### config.mk
export PLATFORM = sky130hd
export DESIGN_NAME = mps_mac
export DESIGN_NICKNAME = d
export VERILOG_FILES = /design/src/rtl/mps_pkg.sv /design/src/rtl/mps_mac.sv
export SDC_FILE = /design/constraint.sdc
export NUM_CORES = 2
export LEC_CHECK = 0
export ABC_CLOCK_PERIOD_IN_PS = 8970
export BUFFER_PORTS_ARGS = -buffer_cell sky130_fd_sc_hd__buf_2
export CORE_MARGIN = 5
export CORE_UTILIZATION = 65
export CTS_BUF_LIST = sky130_fd_sc_hd__clkbuf_2 sky130_fd_sc_hd__clkbuf_4 sky130_fd_sc_hd__clkbuf_8
export DETAILED_ROUTE_END_ITERATION = 6
export PLACE_DENSITY = 0.9
export SLEW_MARGIN = 30
export SYNTH_ARGS = -nofsm -noshare
export SYNTH_HDL_FRONTEND = slang
export SYNTH_SLANG_ARGS = --single-unit
### constraint.sdc
create_clock -name clk_i -period 8.97 [get_ports clk_i]
set_input_delay 0.4485 -clock clk_i [delete_from_list [all_inputs] [get_ports clk_i]]
set_output_delay 0.4485 -clock clk_i [all_outputs]
set_load 0.05 [all_outputs]
### src/rtl/mps_pkg.sv
// Shared types, constants and helper functions for the motion profile sampler.
package mps_pkg;

  localparam int unsigned FRAC_BITS = 16;
  localparam int unsigned DATA_W    = 32;
  // Wide enough for x0*2^(2F+1) + v0*r*2^(F+1) + a0*r*r with signed margin.
  localparam int unsigned ACC_W     = 2 * FRAC_BITS + 66;
  localparam int unsigned MUL_W     = DATA_W + 1;
  localparam int unsigned PROD_W    = 2 * MUL_W;

  localparam logic [1:0] MODE_CLEAR  = 2'd0;
  localparam logic [1:0] MODE_APPEND = 2'd1;
  localparam logic [1:0] MODE_QUERY  = 2'd2;

  typedef enum logic [2:0] {
    STAT_OK     = 3'd0,
    STAT_FULL   = 3'd1,
    STAT_EMPTY  = 3'd2,
    STAT_PAST   = 3'd3,
    STAT_BEFORE = 3'd4
  } status_e;

  typedef enum logic [2:0] {
    ST_IDLE,
    ST_WALK,
    ST_MUL_AT,
    ST_VEL,
    ST_POS0,
    ST_POS1,
    ST_POS2,
    ST_FIN
  } state_e;

  typedef enum logic [1:0] {
    ACC_HOLD,
    ACC_LOAD,
    ACC_ADD
  } acc_op_e;

  typedef enum logic [1:0] {
    SH_NONE,
    SH_FRAC1,
    SH_WORD
  } shift_sel_e;

  typedef struct packed {
    logic [DATA_W-1:0] duration;
    logic [DATA_W-1:0] accel;
    logic [DATA_W-1:0] velocity;
    logic [DATA_W-1:0] position;
  } seg_rec_t;

  typedef struct packed {
    logic             mul_en;
    logic [MUL_W-1:0] mul_a;
    logic [MUL_W-1:0] mul_b;
    acc_op_e          acc_op;
    shift_sel_e       shift_sel;
    logic [ACC_W-1:0] acc_init;
  } mac_ctrl_t;

  // Saturate an already shifted accumulator value to 32 bits.
  function automatic logic [DATA_W-1:0] sat32(logic [ACC_W-1:0] v);
    logic [ACC_W-DATA_W:0] top;
    logic [DATA_W-1:0]     res;
    top = v[ACC_W-1:DATA_W-1];
    if ((&top) || !(|top)) begin
      res = v[DATA_W-1:0];
    end else if (v[ACC_W-1]) begin
      res = {1'b1, {(DATA_W-1){1'b0}}};
    end else begin
      res = {1'b0, {(DATA_W-1){1'b1}}};
    end
    return res;
  endfunction

  // Negate with saturation: the most negative value maps to the most positive.
  function automatic logic [DATA_W-1:0] neg_sat(logic [DATA_W-1:0] x);
    logic [DATA_W-1:0] res;
    if (x == {1'b1, {(DATA_W-1){1'b0}}}) begin
      res = {1'b0, {(DATA_W-1){1'b1}}};
    end else begin
      res = DATA_W'(~x + DATA_W'(1));
    end
    return res;
  endfunction

endpackage

### src/rtl/mps_mac.sv
// Shared multiply-accumulate unit: one registered 33x33 multiplier and a wide accumulator.
module mps_mac import mps_pkg::*; (
  input  logic              clk_i,
  input  mac_ctrl_t         ctrl_i,
  output logic [PROD_W-1:0] prod_o,
  output logic [ACC_W-1:0]  acc_o
);

  logic [PROD_W-1:0] prod_q;
  logic [ACC_W-1:0]  acc_q, acc_d;
  logic [ACC_W-1:0]  prod_ext;
  logic [ACC_W-1:0]  addend;

  always_ff @(posedge clk_i) begin
    if (ctrl_i.mul_en) begin
      prod_q <= PROD_W'($signed(ctrl_i.mul_a) * $signed(ctrl_i.mul_b));
    end
  end

  assign prod_ext = ACC_W'($signed(prod_q));

  always_comb begin
    unique case (ctrl_i.shift_sel)
      SH_NONE:  addend = prod_ext;
      SH_FRAC1: addend = prod_ext << (FRAC_BITS + 1);
      SH_WORD:  addend = prod_ext << DATA_W;
      default:  addend = prod_ext;
    endcase
  end

  always_comb begin
    unique case (ctrl_i.acc_op)
      ACC_HOLD: acc_d = acc_q;
      ACC_LOAD: acc_d = ctrl_i.acc_init + addend;
      ACC_ADD:  acc_d = acc_q + addend;
      default:  acc_d = acc_q;
    endcase
  end

  always_ff @(posedge clk_i) begin
    acc_q <= acc_d;
  end

  assign prod_o = prod_q;
  assign acc_o  = acc_q;

endmodule

==> results by group <==
Routing
  • Met2 WL: 71,400 µm
  • WL met3: 23,200 µm
  • Initial DRC count: 4,621
  • DRT Wirelength: 159,000 µm
  • DRC errors left: 0
  • DR pass1 iterations: 6
  • Routed vias: 41,400
  • Vias per cell: 6.06
  • Antenna viol nets, final: 0
  • WL/cell: 23.3 µm
  • Highest routed layer: met5
  • Metal1 wirelength: 56,900 µm

Setup path
  • Slowest stage delay, CP: 580 ps
  • Critical Path Stages: 27
  • Crit path top cell by count: fa_1
  • R2r worst-path depth: 15
  • Worst R2R Setup Slack: 3860 ps
  • Crit-path max FO: 25
  • Critical path type: primary input to flip-flop
  • Top delay family on crit path: adder cells
  • WP data required: 9220 ps
  • Critical Path AT: 8740 ps
  • Slowest CP cell: fa_1
  • CP Buf/Inv Count: 7
  • Worst Setup End Kind: flip-flop
  • Crit start category: primary input

GRT
  • Vias in the first global route: 44,000
  • Largest net degree at the start of global routing: 86
  • Global router's overall resource usage: 0.371
  • Total gr overflow: 0
  • First-pass GRT wire length: 248,000 µm
  • Initial antenna violation count: 8

Synthesis
  • Synth async-reset ratio: 0
  • EDFF count, synth: 164
  • Sequential share of the synthesized area: 0.0944
  • Top-area cell type share of the netlist area: 0.440
  • Post-synth cell types: 75
  • Top cell type by total area after synthesis: fa_1
  • Synthesized cell area: 52,200 µm²
  • Commonest cells post-synth: inv_1, fa_1, nand2_1, and2_1, ha_1
  • Mean Syn Cell Area: 9.27 µm²
  • Yosys warnings: 0
  • Cell with the most instances after synthesis: inv_1
  • Post-synthesis register bit count: 164
  • Mapped Nets: 7,258
  • Predominant post-synthesis flop cell: edfxtp_1
  • Synth Instances: 5,625
  • Area contributors post-synth: fa_1, edfxtp_1, inv_1

Placed design
  • Detailed Place HPWL: 131,000 µm
  • Gpl congestion: 1.02
  • I/O Buffers: 333
  • Placed Cells: 6,794

Finish
  • Fraction of layout cells with a size suffix above 1: 0.0994
  • Non-filler cells, final: 6,834
  • Final net count: 7,396
  • Area added between synthesis and finish: 5.73%

Timing
  • Hold slack: 362 ps
  • Sum of negative setup slack: 0 ps
  • Maximum clock rate: 118 MHz
  • Final Cycle Share: 0.946
  • Setup Skew: 20.0 ps
  • Final hold violations: 0
  • Final setup violation count: 0
  • Final Max Slew Viols: 0
  • Slew @ Worst Pin: 803 ps
  • Slew margin rel.: 0.451
  • Tmin final: 8490 ps
  • RSZ-0062 raised after global routing: no

Floorplan
  • I/O pins: 334
  • Starting Density: 0.658
  • Full die area: 86,000 µm²
  • Die X: 293 µm
  • Row cnt: 103
  • Core area: 79,300 µm²
  • Die span in y: 293 µm

Worst hold path
  • Worst min path class: primary input to flip-flop
  • Hold path depth: 3

Clock tree
  • Hold_buf cts: 0
  • Number of CTS-inserted buffers: 17
  • Worst-path clk slew: 80 ps
  • CTS tree: yes
  • Worst-Skew Late Latency: 520 ps
  • CTS root buffer: clkbuf_8
  • CTS Buffer Depth: 2
  • Setup Buffers After CTS: 0
  • Clock sinks: 164
  • CTS resizes: 0
  • H-tree Lvls: 4

Run
  • Max-cap violations: 0

Outcome
  • Status: completed
## registers in the layout, summed over array words and instances (netlist names)
name    cells
acc_o      98
prod_o     66
## path summary, 6_finish.rpt
check,startpoint,endpoint
worst max-delay path,ctrl_i[153],prod_o[49]
worst min-delay path,ctrl_i[0],acc_o[0]
worst max register to register,prod_o[0],acc_o[92]
worst min register to register,acc_o[0],acc_o[0]
## layout make-up
class,count,area (µm²)
flip-flops and latches,164,4920
multi-input cells,3986,41700
diodes,10,25.0
clock buffers,19,249
inverters,1169,4390
well taps,1050,1310
repair buffers,425,2370
clock inverters,11,161
fillers,5783,24100
## layout by cell type, fill, tap and decap left out, drive strengths merged, types with 24 or more instances in the layout
cell type,instances
xor2,51
a21oi,202
nand4,47
nand2,677
xnor2,115
nand3,27
ha,317
and2,577
o21ai,138
nor2,147
buf,425
a22oi,33
fa,1146
a21o,96
a31oi,24
inv,1167
nand2b,25
mux2,97
edfxtp,164
o21bai,35
## metrics by stage
stage,cell area (µm²),setup WS (ps),utilization
3_3_place_gp,54700,252,0.690
2_1_floorplan,52200,1020,-
3_5_place_dp,54700,189,0.690
4_1_cts,55100,712,0.695
6_report,55100,480,0.696
5_1_grt,55100,233,0.696
## per-layer routing
metal	vias up	global-route usage
met1	20300	0.481
met5	-	0.00776
met4	4	0.145
met3	569	0.134
met2	3044	0.576
li1	17500	-
## kinds of logic (layout without fill, tap and decap cells)
kind of cell | after synthesis | in the layout | share of synthesized area
compound gates | 676 | 676 | 0.0841
mux | 100 | 100 | 0.0215
fa+ha+maj | 1463 | 1463 | 0.516
simple gates | 1581 | 1581 | 0.150
other cells | 0 | 10 | 0
xor+xnor | 166 | 166 | 0.0279
buf+inv | 1475 | 1624 | 0.106
flops | 164 | 164 | 0.0944
## worst register-to-register path, stage by stage, from the launching register on
cell and delay [ps]:
edfxtp_1 490, and2_1 180, ha_1 210, inv_1 80, fa_1 460, nand2b_1 210, a21oi_1 340, o31ai_1 220
o21ai_1 320, a31oi_1 340, a21oi_1 400, a21oi_1 240, o31a_1 420, o311ai_1 630, nand3_1 150, o211a_1 170
Power is not shown: default switching activity piles up to over one toggle a cycle in this logic, so the estimate is an artifact.
